<file path="config.mk">
export PLATFORM = sky130hd
export DESIGN_NAME = graph_walk_bfs_dfs_flat
export DESIGN_NICKNAME = d
export VERILOG_FILES = /design/src/sv/gw_pkg.sv /design/src/sv/gw_if.sv /design/src/sv/graph_walk_bfs_dfs.sv /design/src/sv/gw_ctrl.sv /design/src/sv/gw_dp.sv /design/src/flat_wrapper.sv
export SDC_FILE = /design/constraint.sdc
export NUM_CORES = 1
export LEC_CHECK = 0
export BUFFER_PORTS_ARGS = -buffer_cell sky130_fd_sc_hd__buf_2
export CORE_ASPECT_RATIO = 0.75
export CORE_MARGIN = 4
export CORE_UTILIZATION = 60
export DETAILED_ROUTE_END_ITERATION = 7
export PLACE_DENSITY = 0.84
export SLEW_MARGIN = 20
export SYNTH_ARGS = -nofsm -noshare
export SYNTH_HDL_FRONTEND = slang
export SYNTH_SLANG_ARGS = --single-unit
</file>
<file path="constraint.sdc">
create_clock -name clk -period 13.37 [get_ports clk]
set_clock_uncertainty 0.1 [all_clocks]
set_input_delay 1.337 -clock clk [delete_from_list [all_inputs] [get_ports clk]]
set_output_delay 1.337 -clock clk [all_outputs]
set_load 0.01 [all_outputs]
</file>
<file path="src/sv/gw_pkg.sv">
// graph walk package: field widths, item codes and the command/status structs
// shared by the controller and the datapath; no dependencies
package gw_pkg;

	localparam int NODE_W   = 5;
	localparam int MODE_W   = 2;
	localparam int STATUS_W = 2;

	localparam logic [MODE_W-1:0] MODE_EDGE  = 2'd0;
	localparam logic [MODE_W-1:0] MODE_WALK  = 2'd1;
	localparam logic [MODE_W-1:0] MODE_CLEAR = 2'd2;

	localparam logic [STATUS_W-1:0] ST_OK    = 2'd0;
	localparam logic [STATUS_W-1:0] ST_FULL  = 2'd1;
	localparam logic [STATUS_W-1:0] ST_RANGE = 2'd2;

	// which node drives the degree read and the neighbor table address
	typedef enum logic [1:0] {
		SEL_A   = 2'd0,
		SEL_B   = 2'd1,
		SEL_CUR = 2'd2
	} node_sel_t;

	typedef enum logic {
		OUT_STATUS = 1'b0,
		OUT_PEND   = 1'b1
	} out_src_t;

	typedef struct packed {
		node_sel_t              deg_sel;
		logic                   du_latch;
		logic                   deg_clear;
		logic                   edge_wr;
		logic                   walk_init;
		logic                   pop;
		logic                   cur_latch;
		logic                   load_start;
		logic                   load_rd;
		logic                   scan_start;
		logic                   scan_step;
		logic                   pick;
		logic                   out_load;
		out_src_t               out_src;
		logic [STATUS_W-1:0]    out_status;
		logic                   out_last;
	} gw_cmd_t;

	typedef struct packed {
		logic [MODE_W-1:0] mode;
		logic              a_ok;
		logic              b_ok;
		logic              room;
		logic              list_empty;
		logic              out_free;
		logic              pend_v;
		logic              idx_end;
		logic              have_best;
	} gw_stat_t;

endpackage

</file>
<file path="src/sv/gw_if.sv">
// channel interfaces of the graph walk block: input item and result item
// depends on gw_pkg for the field widths
interface gw_in_if
	import gw_pkg::*;
();
	logic              valid;
	logic              ready;
	logic [MODE_W-1:0] mode;
	logic [NODE_W-1:0] node_a;
	logic [NODE_W-1:0] node_b;

	modport source (output valid, output mode, output node_a, output node_b, input ready);
	modport sink (input valid, input mode, input node_a, input node_b, output ready);
endinterface

interface gw_out_if
	import gw_pkg::*;
();
	logic                valid;
	logic                ready;
	logic [NODE_W-1:0]   visited_node;
	logic [STATUS_W-1:0] status;
	logic                last;

	modport source (output valid, output visited_node, output status, output last, input ready);
	modport sink (input valid, input visited_node, input status, input last, output ready);
endinterface

</file>
<file path="src/sv/graph_walk_bfs_dfs.sv">
// graph walk top level: joins the controller and the datapath to the channels
// depends on gw_pkg, gw_if, gw_ctrl and gw_dp
//
// Holds an undirected graph of NODES nodes (numbered from 1) with up to
// MAX_DEGREE neighbors per node and walks it breadth-first (walk_kind 0,
// queue, ascending neighbors) or depth-first (walk_kind 1, stack, descending
// neighbors, marked when pushed). Items are taken one at a time; a result may
// still wait at the output while the next item is accepted. For each explored
// node the neighbor row scan in the datapath picks the next neighbor in sorted
// order with one pass over the row, one entry a cycle.
module graph_walk_bfs_dfs
	import gw_pkg::*;
#(
	parameter int NODES      = 16,
	parameter int MAX_DEGREE = 4
) (
	input  logic     clk,
	input  logic     arst_n,
	gw_in_if.sink    item,
	gw_out_if.source result,
	input  logic     cfg_we,
	input  logic     cfg_wdata
);

	gw_cmd_t  cmd;
	gw_stat_t stat;
	logic     ready;
	logic     accept;

	assign item.ready = ready;
	assign accept     = item.valid && ready;

	gw_ctrl u_ctrl (
		.clk    (clk),
		.arst_n (arst_n),
		.accept (accept),
		.stat   (stat),
		.ready  (ready),
		.cmd    (cmd)
	);

	gw_dp #(
		.NODES      (NODES),
		.MAX_DEGREE (MAX_DEGREE)
	) u_dp (
		.clk        (clk),
		.arst_n     (arst_n),
		.accept     (accept),
		.mode       (item.mode),
		.node_a     (item.node_a),
		.node_b     (item.node_b),
		.cfg_we     (cfg_we),
		.cfg_wdata  (cfg_wdata),
		.cmd        (cmd),
		.stat       (stat),
		.out_ready  (result.ready),
		.out_valid  (result.valid),
		.out_node   (result.visited_node),
		.out_status (result.status),
		.out_last   (result.last)
	);

endmodule

</file>
<file path="src/sv/gw_ctrl.sv">
// graph walk controller: one-hot state machine that sequences edge adds,
// clears and walks; depends on gw_pkg for the command and status structs
module gw_ctrl
	import gw_pkg::*;
(
	input  logic     clk,
	input  logic     arst_n,
	input  logic     accept,
	input  gw_stat_t stat,
	output logic     ready,
	output gw_cmd_t  cmd
);

	typedef enum logic [14:0] {
		S_IDLE       = 15'h0001,
		S_DECODE     = 15'h0002,
		S_EDGE_A     = 15'h0004,
		S_EDGE_B     = 15'h0008,
		S_EDGE_W1    = 15'h0010,
		S_EDGE_W2    = 15'h0020,
		S_RESULT     = 15'h0040,
		S_WALK_INIT  = 15'h0080,
		S_POP        = 15'h0100,
		S_TAKE       = 15'h0200,
		S_LOAD_START = 15'h0400,
		S_LOAD       = 15'h0800,
		S_SCAN       = 15'h1000,
		S_PICK       = 15'h2000,
		S_FINAL      = 15'h4000
	} state_t;

	state_t              state_q, state_d;
	logic [STATUS_W-1:0] st_q, st_d;

	always_ff @(posedge clk or negedge arst_n) begin
		if (!arst_n) begin
			state_q <= S_IDLE;
			st_q    <= ST_OK;
		end else begin
			state_q <= state_d;
			st_q    <= st_d;
		end
	end

	assign ready = (state_q == S_IDLE);

	always_comb begin
		state_d     = state_q;
		st_d        = st_q;
		cmd         = '0;
		cmd.deg_sel = SEL_CUR;
		unique case (state_q)
			S_IDLE: begin
				if (accept) state_d = S_DECODE;
			end
			S_DECODE: begin
				case (stat.mode)
					MODE_EDGE: begin
						if (stat.a_ok && stat.b_ok) begin
							state_d = S_EDGE_A;
						end else begin
							st_d    = ST_RANGE;
							state_d = S_RESULT;
						end
					end
					MODE_WALK: begin
						if (stat.a_ok) begin
							state_d = S_WALK_INIT;
						end else begin
							st_d    = ST_RANGE;
							state_d = S_RESULT;
						end
					end
					MODE_CLEAR: begin
						cmd.deg_clear = 1'b1;
						st_d          = ST_OK;
						state_d       = S_RESULT;
					end
					default: state_d = S_IDLE;
				endcase
			end
			S_EDGE_A: begin
				cmd.deg_sel  = SEL_A;
				cmd.du_latch = 1'b1;
				state_d      = S_EDGE_B;
			end
			S_EDGE_B: begin
				cmd.deg_sel = SEL_B;
				if (stat.room) begin
					state_d = S_EDGE_W1;
				end else begin
					st_d    = ST_FULL;
					state_d = S_RESULT;
				end
			end
			S_EDGE_W1: begin
				cmd.deg_sel = SEL_A;
				cmd.edge_wr = 1'b1;
				state_d     = S_EDGE_W2;
			end
			S_EDGE_W2: begin
				cmd.deg_sel = SEL_B;
				cmd.edge_wr = 1'b1;
				st_d        = ST_OK;
				state_d     = S_RESULT;
			end
			S_RESULT: begin
				if (stat.out_free) begin
					cmd.out_load   = 1'b1;
					cmd.out_src    = OUT_STATUS;
					cmd.out_status = st_q;
					cmd.out_last   = 1'b1;
					state_d        = S_IDLE;
				end
			end
			S_WALK_INIT: begin
				cmd.walk_init = 1'b1;
				state_d       = S_POP;
			end
			S_POP: begin
				if (stat.list_empty) begin
					state_d = S_FINAL;
				end else begin
					cmd.pop = 1'b1;
					state_d = S_TAKE;
				end
			end
			S_TAKE: begin
				// the node before this one goes out now, it is not the last
				if (!stat.pend_v || stat.out_free) begin
					cmd.cur_latch  = 1'b1;
					cmd.out_load   = stat.pend_v;
					cmd.out_src    = OUT_PEND;
					cmd.out_status = ST_OK;
					state_d        = S_LOAD_START;
				end
			end
			S_LOAD_START: begin
				cmd.load_start = 1'b1;
				state_d        = S_LOAD;
			end
			S_LOAD: begin
				if (stat.idx_end) begin
					cmd.scan_start = 1'b1;
					state_d        = S_SCAN;
				end else begin
					cmd.load_rd = 1'b1;
				end
			end
			S_SCAN: begin
				if (stat.idx_end) begin
					state_d = S_PICK;
				end else begin
					cmd.scan_step = 1'b1;
				end
			end
			S_PICK: begin
				cmd.pick = 1'b1;
				state_d  = stat.have_best ? S_SCAN : S_POP;
			end
			S_FINAL: begin
				if (stat.out_free) begin
					cmd.out_load   = 1'b1;
					cmd.out_src    = OUT_PEND;
					cmd.out_status = ST_OK;
					cmd.out_last   = 1'b1;
					state_d        = S_IDLE;
				end
			end
			default: state_d = S_IDLE;
		endcase
	end

endmodule

</file>
<file path="src/sv/gw_dp.sv">
// graph walk datapath: neighbor table, degree counts, visited marks, work list,
// neighbor row scan and output register; depends on gw_pkg
module gw_dp
	import gw_pkg::*;
#(
	parameter int NODES      = 16,
	parameter int MAX_DEGREE = 4
) (
	input  logic                clk,
	input  logic                arst_n,
	input  logic                accept,
	input  logic [MODE_W-1:0]   mode,
	input  logic [NODE_W-1:0]   node_a,
	input  logic [NODE_W-1:0]   node_b,
	input  logic                cfg_we,
	input  logic                cfg_wdata,
	input  gw_cmd_t             cmd,
	output gw_stat_t            stat,
	input  logic                out_ready,
	output logic                out_valid,
	output logic [NODE_W-1:0]   out_node,
	output logic [STATUS_W-1:0] out_status,
	output logic                out_last
);

	localparam int NIW = $clog2(NODES);
	localparam int PW  = $clog2(NODES + 1);
	localparam int DW  = $clog2(MAX_DEGREE + 1);
	localparam int RIW = (MAX_DEGREE > 1) ? $clog2(MAX_DEGREE) : 1;
	localparam int NE  = NODES * MAX_DEGREE;
	localparam int AW  = (NE > 1) ? $clog2(NE) : 1;
	localparam int CW  = NODE_W + 2;

	localparam logic [CW-1:0] NODES_C = CW'(NODES);
	localparam logic [DW:0]   MAXD_C  = (DW + 1)'(MAX_DEGREE);
	localparam logic [PW-1:0] NODES_P = PW'(NODES);

	function automatic logic node_ok(input logic [NODE_W-1:0] n);
		return (n != '0) && ({2'b00, n} <= NODES_C);
	endfunction

	function automatic logic [NIW-1:0] nidx(input logic [NODE_W-1:0] n);
		return NIW'(n - NODE_W'(1));
	endfunction

	logic                wk_q;
	logic [MODE_W-1:0]   mode_q;
	logic [NODE_W-1:0]   a_q, b_q;

	logic [DW-1:0]       deg_q [NODES];
	logic [DW-1:0]       du_q;
	logic [NODE_W-1:0]   nbr_mem [NE];
	logic [NODE_W-1:0]   nbr_rd_q;
	logic [NODE_W-1:0]   wl_mem [NODES];
	logic [NODE_W-1:0]   wl_rd_q;
	logic [PW-1:0]       head_q, tail_q;
	logic [NODES-1:0]    vis_q;

	logic [NODE_W-1:0]   cur_q;
	logic [DW-1:0]       dcur_q, idx_q;
	logic                ld_v_q;
	logic [RIW-1:0]      ld_idx_q;
	logic [NODE_W-1:0]   row_q [MAX_DEGREE];
	logic [NODE_W-1:0]   prev_q, best_q, pend_q;
	logic                have_prev_q, have_best_q, pend_v_q;

	logic                out_valid_q, out_last_q;
	logic [NODE_W-1:0]   out_node_q;
	logic [STATUS_W-1:0] out_status_q;

	logic [NODE_W-1:0]   sel_node;
	logic [DW-1:0]       sel_deg;
	logic [DW-1:0]       nb_slot;
	logic [AW-1:0]       nb_addr;
	logic [NODE_W-1:0]   nb_wdata;
	logic [PW-1:0]       pop_pos;
	logic [NODE_W-1:0]   row_v;
	logic                after_prev, before_best, best_vis, push, out_free;
	logic                wl_we;
	logic [NIW-1:0]      wl_waddr;
	logic [NODE_W-1:0]   wl_wdata;

	always_comb begin
		unique case (cmd.deg_sel)
			SEL_A:   sel_node = a_q;
			SEL_B:   sel_node = b_q;
			default: sel_node = cur_q;
		endcase
	end

	assign sel_deg  = deg_q[nidx(sel_node)];
	assign nb_slot  = cmd.load_rd ? idx_q : sel_deg;
	assign nb_addr  = AW'(nidx(sel_node)) * AW'(MAX_DEGREE) + AW'(nb_slot);
	assign nb_wdata = (cmd.deg_sel == SEL_A) ? b_q : a_q;

	// stack pops from the top, queue from the head
	assign pop_pos  = wk_q ? (tail_q - PW'(1)) : head_q;

	assign row_v       = row_q[idx_q[RIW-1:0]];
	assign after_prev  = !have_prev_q || (wk_q ? (row_v < prev_q) : (row_v > prev_q));
	assign before_best = !have_best_q || (wk_q ? (row_v > best_q) : (row_v < best_q));
	assign best_vis    = vis_q[nidx(best_q)];
	assign push        = cmd.pick && have_best_q && !best_vis;
	assign out_free    = !out_valid_q || out_ready;

	assign wl_we    = cmd.walk_init || (push && (tail_q < NODES_P));
	assign wl_waddr = cmd.walk_init ? '0 : tail_q[NIW-1:0];
	assign wl_wdata = cmd.walk_init ? a_q : best_q;

	always_comb begin
		stat.mode       = mode_q;
		stat.a_ok       = node_ok(a_q);
		stat.b_ok       = node_ok(b_q);
		// a self loop needs two free entries in the same list
		if (a_q == b_q) begin
			stat.room = ({1'b0, du_q} + (DW + 1)'(2)) <= MAXD_C;
		end else begin
			stat.room = ({1'b0, du_q} < MAXD_C) && ({1'b0, sel_deg} < MAXD_C);
		end
		stat.list_empty = wk_q ? (tail_q == '0) : (head_q == tail_q);
		stat.out_free   = out_free;
		stat.pend_v     = pend_v_q;
		stat.idx_end    = (idx_q == dcur_q);
		stat.have_best  = have_best_q;
	end

	// neighbor table
	always_ff @(posedge clk) begin
		if (cmd.edge_wr) nbr_mem[nb_addr] <= nb_wdata;
		if (cmd.load_rd) nbr_rd_q <= nbr_mem[nb_addr];
	end

	// work list: queue or stack
	always_ff @(posedge clk) begin
		if (wl_we) wl_mem[wl_waddr] <= wl_wdata;
		if (cmd.pop) wl_rd_q <= wl_mem[pop_pos[NIW-1:0]];
	end

	always_ff @(posedge clk or negedge arst_n) begin
		if (!arst_n) begin
			wk_q        <= 1'b0;
			deg_q       <= '{default: '0};
			vis_q       <= '0;
			head_q      <= '0;
			tail_q      <= '0;
			ld_v_q      <= 1'b0;
			have_prev_q <= 1'b0;
			have_best_q <= 1'b0;
			pend_v_q    <= 1'b0;
			out_valid_q <= 1'b0;
		end else begin
			if (cfg_we) wk_q <= cfg_wdata;

			if (cmd.deg_clear) begin
				deg_q <= '{default: '0};
			end else if (cmd.edge_wr) begin
				deg_q[nidx(sel_node)] <= sel_deg + DW'(1);
			end

			if (cmd.walk_init) begin
				// only the start node is marked
				vis_q    <= NODES'(1) << nidx(a_q);
				head_q   <= '0;
				tail_q   <= PW'(1);
				pend_v_q <= 1'b0;
			end else if (cmd.pop) begin
				if (wk_q) tail_q <= tail_q - PW'(1);
				else head_q <= head_q + PW'(1);
			end else if (push) begin
				vis_q[nidx(best_q)] <= 1'b1;
				if (tail_q < NODES_P) tail_q <= tail_q + PW'(1);
			end

			if (cmd.cur_latch) pend_v_q <= 1'b1;

			ld_v_q <= cmd.load_rd;

			if (cmd.scan_start) begin
				have_prev_q <= 1'b0;
				have_best_q <= 1'b0;
			end else if (cmd.scan_step) begin
				if (after_prev && before_best) have_best_q <= 1'b1;
			end else if (cmd.pick) begin
				if (have_best_q) have_prev_q <= 1'b1;
				have_best_q <= 1'b0;
			end

			if (cmd.out_load) out_valid_q <= 1'b1;
			else if (out_ready) out_valid_q <= 1'b0;
		end
	end

	always_ff @(posedge clk) begin
		if (accept) begin
			mode_q <= mode;
			a_q    <= node_a;
			b_q    <= node_b;
		end
		if (cmd.du_latch) du_q <= sel_deg;
		if (cmd.cur_latch) begin
			cur_q  <= wl_rd_q;
			pend_q <= wl_rd_q;
		end
		if (ld_v_q) row_q[ld_idx_q] <= nbr_rd_q;
		if (cmd.load_rd) ld_idx_q <= idx_q[RIW-1:0];

		if (cmd.load_start) begin
			dcur_q <= sel_deg;
			idx_q  <= '0;
		end else if (cmd.load_rd) begin
			idx_q <= idx_q + DW'(1);
		end else if (cmd.scan_start) begin
			idx_q <= '0;
		end else if (cmd.scan_step) begin
			if (after_prev && before_best) best_q <= row_v;
			idx_q <= idx_q + DW'(1);
		end else if (cmd.pick) begin
			if (have_best_q) prev_q <= best_q;
			idx_q <= '0;
		end

		if (cmd.out_load) begin
			out_node_q   <= (cmd.out_src == OUT_PEND) ? pend_q : '0;
			out_status_q <= cmd.out_status;
			out_last_q   <= cmd.out_last;
		end
	end

	assign out_valid  = out_valid_q;
	assign out_node   = out_node_q;
	assign out_status = out_status_q;
	assign out_last   = out_last_q;

endmodule
</file>
<file path="src/flat_wrapper.sv">
// flat-port wrapper written by rule: the top's interface ports become plain ports
module graph_walk_bfs_dfs_flat import gw_pkg::*;
#(
	parameter int NODES      = 16,
	parameter int MAX_DEGREE = 4
)
  (clk, arst_n, cfg_we, cfg_wdata, item_valid, item_mode, item_node_a, item_node_b, item_ready, result_valid, result_visited_node, result_status, result_last, result_ready);
  gw_in_if item_i ();
  gw_out_if result_i ();
  input  logic clk;
  input  logic arst_n;
  input  logic cfg_we;
  input  logic cfg_wdata;
  input wire logic [$bits(item_i.valid)-1:0] item_valid;
  input wire logic [$bits(item_i.mode)-1:0] item_mode;
  input wire logic [$bits(item_i.node_a)-1:0] item_node_a;
  input wire logic [$bits(item_i.node_b)-1:0] item_node_b;
  output wire logic [$bits(item_i.ready)-1:0] item_ready;
  output wire logic [$bits(result_i.valid)-1:0] result_valid;
  output wire logic [$bits(result_i.visited_node)-1:0] result_visited_node;
  output wire logic [$bits(result_i.status)-1:0] result_status;
  output wire logic [$bits(result_i.last)-1:0] result_last;
  input wire logic [$bits(result_i.ready)-1:0] result_ready;
  assign item_i.valid = item_valid;
  assign item_i.mode = item_mode;
  assign item_i.node_a = item_node_a;
  assign item_i.node_b = item_node_b;
  assign item_ready = item_i.ready;
  assign result_valid = result_i.valid;
  assign result_visited_node = result_i.visited_node;
  assign result_status = result_i.status;
  assign result_last = result_i.last;
  assign result_i.ready = result_ready;
  graph_walk_bfs_dfs #(.NODES(NODES), .MAX_DEGREE(MAX_DEGREE)) u_core (.clk(clk), .arst_n(arst_n), .item(item_i), .result(result_i), .cfg_we(cfg_we), .cfg_wdata(cfg_wdata));
endmodule
</file>
# Yosys cells after proc, flatten, opt, wreduce, memory -nomap -nowiden
# Memories as Yosys holds them, arrays and structs flattened. A register that Yosys moved wholly into a read port is not among the register bits.
# Index checks and enable logic that the tools add are counted.
[op_classes] n_bitwise=6 eq_ne=35 magnitude_cmp=14 n_mux=95 n_addsub=10 shift=1 n_reduce_logical=51
[op_table] operator="$pmux W15 S14" n=1
[op_table] operator="$mux W48" n=2
[op_table] operator="$mux W15" n=6
[op_table] operator="$mux W5" n=12
[op_table] operator="$bwmux W48" n=1
[op_table] operator="$mux W16" n=3
[op_table] operator="$pmux W15 S3" n=1
[op_table] operator="$mux W1" n=38
[op_table] operator="$mux W3" n=8
[op_table] operator="$or A16 B16 Y16" n=1
[op_table] operator="$shl A1 B4 Y16 const A" n=1
[op_table] operator="$eq A15 B1 Y1 const B" n=1
[op_table] operator="$eq A15 B10 Y1 const B" n=1
[op_table] operator="$eq A15 B11 Y1 const B" n=1
[op_table] operator="$eq A15 B12 Y1 const B" n=1
[op_table] operator="$eq A15 B13 Y1 const B" n=1
[op_table] operator="$eq A15 B14 Y1 const B" n=1
[op_table] operator="$eq A15 B15 Y1 const B" n=1
[op_table] operator="$eq A15 B2 Y1 const B" n=1
[op_table] operator="$eq A15 B3 Y1 const B" n=1
[op_table] operator="$eq A15 B4 Y1 const B" n=1
[op_table] operator="$eq A15 B5 Y1 const B" n=1
[op_table] operator="$eq A15 B6 Y1 const B" n=1
[op_table] operator="$eq A15 B7 Y1 const B" n=1
[op_table] operator="other kinds (57)" n=125
[totals] out_inout_bits=10 wordCells=255 input_bits=18 ram_bits=420 n_memories=3 register_bits=143
[memory_table] name="u_core.u_dp.nbr_mem" words=64 word_bits=5 read_ports=1 rd_ports_with_merged_regs=1 write_ports=1 line="gw_dp.sv:52" source="logic [NODE_W-1:0] nbr_mem [NE];"
[memory_table] name="u_core.u_dp.wl_mem" words=16 word_bits=5 read_ports=1 rd_ports_with_merged_regs=1 write_ports=1 line="gw_dp.sv:54" source="logic [NODE_W-1:0] wl_mem [NODES];"
[memory_table] name="u_core.u_dp.row_q" words=4 word_bits=5 read_ports=1 rd_ports_with_merged_regs=1 write_ports=1 line="gw_dp.sv:63" source="logic [NODE_W-1:0] row_q [MAX_DEGREE];"

# Depth between registers and ports, before layout
[depth] word_depth=15 depth_mapped=26 mapped_depth_nobuf=22

# Hierarchy
# Synthesis repeated with hierarchy kept, for this count alone.
[hier_totals] hier_cells=1859 area_unflattened_um2=25524.5
[modules_own_cells] mod="gw_dp" cells_each=1704 area_each_um2=24203.2 seq_area_each_um2=16305.6 instances=1
[modules_own_cells] mod="gw_ctrl" cells_each=154 area_each_um2=1315.0 seq_area_each_um2=426.7 instances=1
[modules_own_cells] mod="graph_walk_bfs_dfs" cells_each=1 area_each_um2=6.3 seq_area_each_um2=0.0 instances=1

# Worst setup path before layout
# Ideal clock, no wire load.
[synth_path] path_type="register to register" start="register u_core.u_ctrl.state_q[6]" end="memory u_core.u_dp.nbr_mem[22][0] (enable)" n_path_buf=7 stages_incl_launch_ff=22 arrival_time_ns=5.689 setup_slack_ns=7.241 required_time_ns=12.930 synth_period_minus_slack_ns=6.129 setup_ns=0.340 cell_sequence="dfrtp_1 buf_6 nor4b_1 a32oi_1 a21oi_1 o221a_1 buf_6 inv_8 ha_1 xnor2_2 clkbuf_1 mux4_2 mux4_2 nand2_1 nand2_1 ha_1 clkbuf_1 clkbuf_1 clkbuf_1 buf_1 nand3_1 nor2_1"
[synth_between] elab_chain_len=12 elab_cells_between_ends=23 classes_between="add/sub (2); eq/ne (6); mux (10); bitwise (1); reduce/logical (4)"
[synth_lines] item="start, declared" line="gw_ctrl.sv:32" source="state_t state_q, state_d;"
[synth_lines] item="start signal, assigned" line="gw_ctrl.sv:40" source="state_q <= state_d;"
[synth_lines] item="$eq A15 B6 Y1, or another cell as far along" line="gw_ctrl.sv:52" source="unique case (state_q)"
[synth_lines] item="$reduce_or A2 Y1 (no source line)"
[synth_lines] item="$pmux W2 S2 *" line="gw_ctrl.sv:52"
[synth_lines] item="$eq A2 B1 Y1 or $logic_not A2 Y1 (tied branches)" line="gw_dp.sv:84" source="unique case (cmd.deg_sel)"
[synth_lines] item="$pmux W4 S2 *" line="gw_dp.sv:84"
[synth_lines] item="$sub A4 B1 Y4 *" line="gw_dp.sv:43" source="return NIW'(n - NODE_W'(1));"
[synth_lines] item="$not A4 Y5 (implied by the code) *" line="gw_dp.sv:91" source="assign sel_deg = deg_q[nidx(sel_node)];"
[synth_lines] item="$bmux W3 S4 *" line="gw_dp.sv:91"
[synth_lines] item="$mux W3 (implied by the code) * (2 in a row)" line="gw_dp.sv:91"
[synth_lines] item="named net u_core.u_dp.sel_deg[2]" line="gw_dp.sv:72" source="logic [DW-1:0] sel_deg;"
[synth_lines] item="$mux W3 *" line="gw_dp.sv:92" source="assign nb_slot = cmd.load_rd ? idx_q : sel_deg;"
[synth_lines] item="$add A6 B3 Y6 *" line="gw_dp.sv:93" source="assign nb_addr = AW'(nidx(sel_node)) * AW'(MAX_DEGREE) + AW'(nb_slot);"
[synth_lines] item="end, declared" line="gw_dp.sv:52"
# The timed path passes the listed nets; every way through them passes the cells marked *. The select of a mux whose other input is x is not followed.

# Final worst setup path
[layout_path] start="register u_core.u_ctrl.state_q[6]" end="memory u_core.u_dp.nbr_mem[45][1] (enable)"
# The elaborated chain is that of the path after synthesis.

==> flow_summary.yaml <==
clocking:
  post_cts_resize_count: 0
  tritoncts.num_buffers: 53
  max_root_sink_buffers: 3
  tritoncts_num_sinks: 575
  clk_root_buffer_cell: "sky130_fd_sc_hd__clkbuf_16"
  holdBufCountCts: 0
  worst_skew_pair.late_latency_ns: 0.60
  cts_tree: "done"
  cts.htree.levels: 2
  cts.clk_slew.worst_paths_ns: 0.07
  cts_post_setup_buffers_inserted: 0
yosys:
  post_synthesis_register_bit_count: 575
  synth.top_cell.area_share_pct: 57.2
  synth_xor_area_share_pct: 1.07
  synth-warning-count: 0
  synthMuxAreaShare_pct: 8.70
  synth_compound_gate_area_share_pct: 8.77
  synth_ff_type: "sky130_fd_sc_hd__edfxtp_1"
  synth_area_per_cell_sq_um: 13.9
  syn_area_sq_um: 24800
  synth_simple_gate_area_share_pct: 10.5
  synth-adder-area-share_pct: 1.36
  postSynth.asyncResetShare_pct: 16.9
  synth-edff-count: 473
  seq_area_frac_synth_pct: 67.3
  ys_top_cells_by_area: "sky130_fd_sc_hd__edfxtp_1 57%, sky130_fd_sc_hd__dfrtp_1 9.7%, sky130_fd_sc_hd__mux4_2 4.6%, sky130_fd_sc_hd__mux2i_1 2.8%, sky130_fd_sc_hd__nand2_1 2.5%"
  synthesized_netlist_net_count: 1828
  post_synth_num_cell_types: 91
  synth_top_family_by_area: "simple AND/OR/NAND/NOR gates"
  synthDominantAreaCellType: "sky130_fd_sc_hd__edfxtp_1"
  postSynthCellCount: 1783
grt:
  global_route.usage.met2_pct: 42.2
  grt_pass1_wl_um: 96800
  met1_layer_usage_reported_by_global_route_pct: 40.5
  number_of_antenna_violations_at_the_first_check_in_global_routing: 0
  grt-ovfl-total: 0
  gr-max-usage-layer: "met2"
  grt_max_degree: 77
  via_count_of_the_first_global_routing_pass: 15900
  aggregate_global_route_resource_usage_pct: 27.9
  grt_util_met3_pct: 8.16
routing:
  ant_nets: 0
  wire_per_inst_um: 26.4
  detail_route.wirelength_um: 62600
  first_drt_iteration_drcs: 2415
  route.detailed.vias_per_inst: 6.82
  detailroute.via_count: 16200
  drt_pass1_iterations: 8
  drc: 0
timing:
  slew_headroom_pct: 19.8
  finalMaxSlewViolations: 0
  final-hold-violation-count: 0
  timing.final.crit_period_ns: 7.97
  setup_viol_count_final: 0
  tns_ns: 0
  post-route-period-util_pct: 59.6
  whs_ns: 0.322
  max_clock_freq_mhz: 125
  tightest_slew_ns: 1.19
  rsz0062_at_grt: "false"
  smallest_setup_slack_after_layout_ns: 5.40
worst_setup_path:
  critPathCaptureType: "register"
  regToRegEndpoint: "u_core.u_dp.nbr_mem[45][1]"
  critPathArrivalTime_ns: 8.11
  reg2reg_from: "u_core.u_ctrl.state_q[6]"
  critical_path_class: "reg -> reg"
  cp_max_fo: 44
  ff2ff_setup_slack_ns: 5.40
  worst_ep_required_ns: 13.50
  cp-start-kind: "register"
  ff2ff_path_depth: 17
finish:
  most_common_library_cell_in_the_layout_ignoring_fill_and_taps: "sky130_fd_sc_hd__edfxtp_1"
  finish.net_count: 1849
  final_cell_utilization_of_the_core_pct: 66.7
  diode_count: 0
  final_area_sq_um: 27300
  most-common-layout-cells: "473 x sky130_fd_sc_hd__edfxtp_1, 168 x sky130_fd_sc_hd__nand2_1, 148 x sky130_fd_sc_hd__nor2_1"
  area_growth_syn_to_layout_pct: 9.72
  post_route_cells_drive_above_1_share_pct: 12.9
floorplan:
  start_util_pct: 60.8
  die_width_um: 243
  core_sq_um: 40800
  ioPinCount: 28
  fp-row-count: 64
  die_area_sq_um: 44800
  chipHeight_um: 184
place:
  detailed_place_hpwl_um: 39300
  detailedPlace.worstSlack_ns: 5.56
  io_buffers: 27
  gp_congestion: 0.979
  postPlaceCellArea_sq_um: 25500
run_status:
  run_status: "complete, no violations"
flow_run:
  timing.max_cap.violations: 0
power_and_ir_drop:
  ir_worst_vdd_mv: 0.138
  p_leak_nw: 9.48
  power-per-cell-area_nw_per_um2: 151
hold_path:
  hold_path.startpoint: "u_core.u_dp.wl_rd_q[3]"
  hold_end: "u_core.u_dp.pend_q[3]"
  hold_path.class: "reg -> reg"
  worstHoldPathCells: 0
-- power by group --
part / internal [W] / switching, W
clock network: 0.000818 / 0.000668
logic: 0.000132 / 0.000336
registers: 0.00210 / 0.0000705
-- through the flow --
| stage | power, W | instances |
|---|---|---|
| after CTS | 0.00412 | 2374 |
| after floorplan | 0.00247 | 1783 |
| after global routing | 0.00425 | 2375 |
| after global placement | 0.00264 | 2276 |
| final | 0.00412 | 2375 |
| after detailed placement | 0.00266 | 2276 |
-- synthesized netlist by cell type, drive strengths merged (7+ instances only) --
cell       n
edfxtp   473
nand2    168
nor2     150
o21ai    103
dfrtp     96
nand3     93
mux2i     72
clkbuf    60
a21oi     57
mux4      54
inv       37
buf       34
ha        27
nor3      27
a31oi     21
and3      21
mux2      18
nand4     16
xnor2     16
a221oi    14
o211ai    14
nand2b    13
nor2b     13
and2      11
xor2      11
a32oi     10
nor4      10
a221o      9
a211oi     8
o31ai      8
or3        8
a2111oi    7
a21o       7
-- kinds of logic after synthesis --
group | Yosys count
DFF | 575
and+or+nand+nor | 554
AOI/OAI and AO/OA | 324
muxes | 144
buffers and inverters | 131
xor gates and xnor gates | 28
adders and majority gates | 27
-- critical path: stages (launching register included) --
cell and delay [ns]:
sky130_fd_sc_hd__dfrtp_1 0.50, sky130_fd_sc_hd__nor4b_1 0.53, sky130_fd_sc_hd__a32oi_1 0.23, sky130_fd_sc_hd__a21oi_1 0.20
sky130_fd_sc_hd__o221a_1 0.71, sky130_fd_sc_hd__inv_8 0.14, sky130_fd_sc_hd__ha_1 0.32, sky130_fd_sc_hd__xnor2_2 0.72
sky130_fd_sc_hd__mux4_2 0.61, sky130_fd_sc_hd__mux4_2 0.58, sky130_fd_sc_hd__nand2_1 0.12, sky130_fd_sc_hd__nand2_1 0.09
sky130_fd_sc_hd__ha_4 0.63, sky130_fd_sc_hd__inv_1 0.08, sky130_fd_sc_hd__buf_4 0.29, sky130_fd_sc_hd__nor2_1 0.59
sky130_fd_sc_hd__nand2_1 0.55, sky130_fd_sc_hd__nor2_1 0.56
-- area by class of cell --
cell class	count	area, sq um
well taps	528	661
multi-input cells	1077	7640
clock buffers	62	1380
fillers	2755	13600
repair buffers	60	405
clock inverters	36	297
flip-flops and latches	575	16700
inverters	37	146
-- worst max path at each step --
stage | start | slack [ns] | end
2_1_floorplan | u_core.u_ctrl.state_q[6] | 7.24 | u_core.u_dp.nbr_mem[22][0]
3_3_place_gp | u_core.u_ctrl.state_q[6] | 5.79 | u_core.u_dp.nbr_rd_q[4]
3_5_place_dp | u_core.u_ctrl.state_q[6] | 5.56 | u_core.u_dp.nbr_rd_q[4]
4_1_cts | u_core.u_ctrl.state_q[6] | 5.51 | u_core.u_dp.nbr_rd_q[4]
5_1_grt | u_core.u_ctrl.state_q[6] | 5.01 | u_core.u_dp.nbr_rd_q[4]
6_report | u_core.u_ctrl.state_q[6] | 5.40 | u_core.u_dp.nbr_mem[45][1]
-- state kept, by name, indices dropped and copies added (netlist names), 15 cells and up, named ones only --
name,flops
u_core.u_dp.row_q,20
u_core.u_dp.vis_q,16
u_core.u_dp.nbr_mem,320
u_core.u_dp.wl_mem,80
u_core.u_ctrl.state_q,15
u_core.u_dp.deg_q,48
-- metal layers --
metal	wire length, um	vias up
met5	0	-
met4	1980	0
met3	8480	171
met2	27900	1202
met1	24300	7922
li1	-	6908
Power figures use the tool's default switching activity.
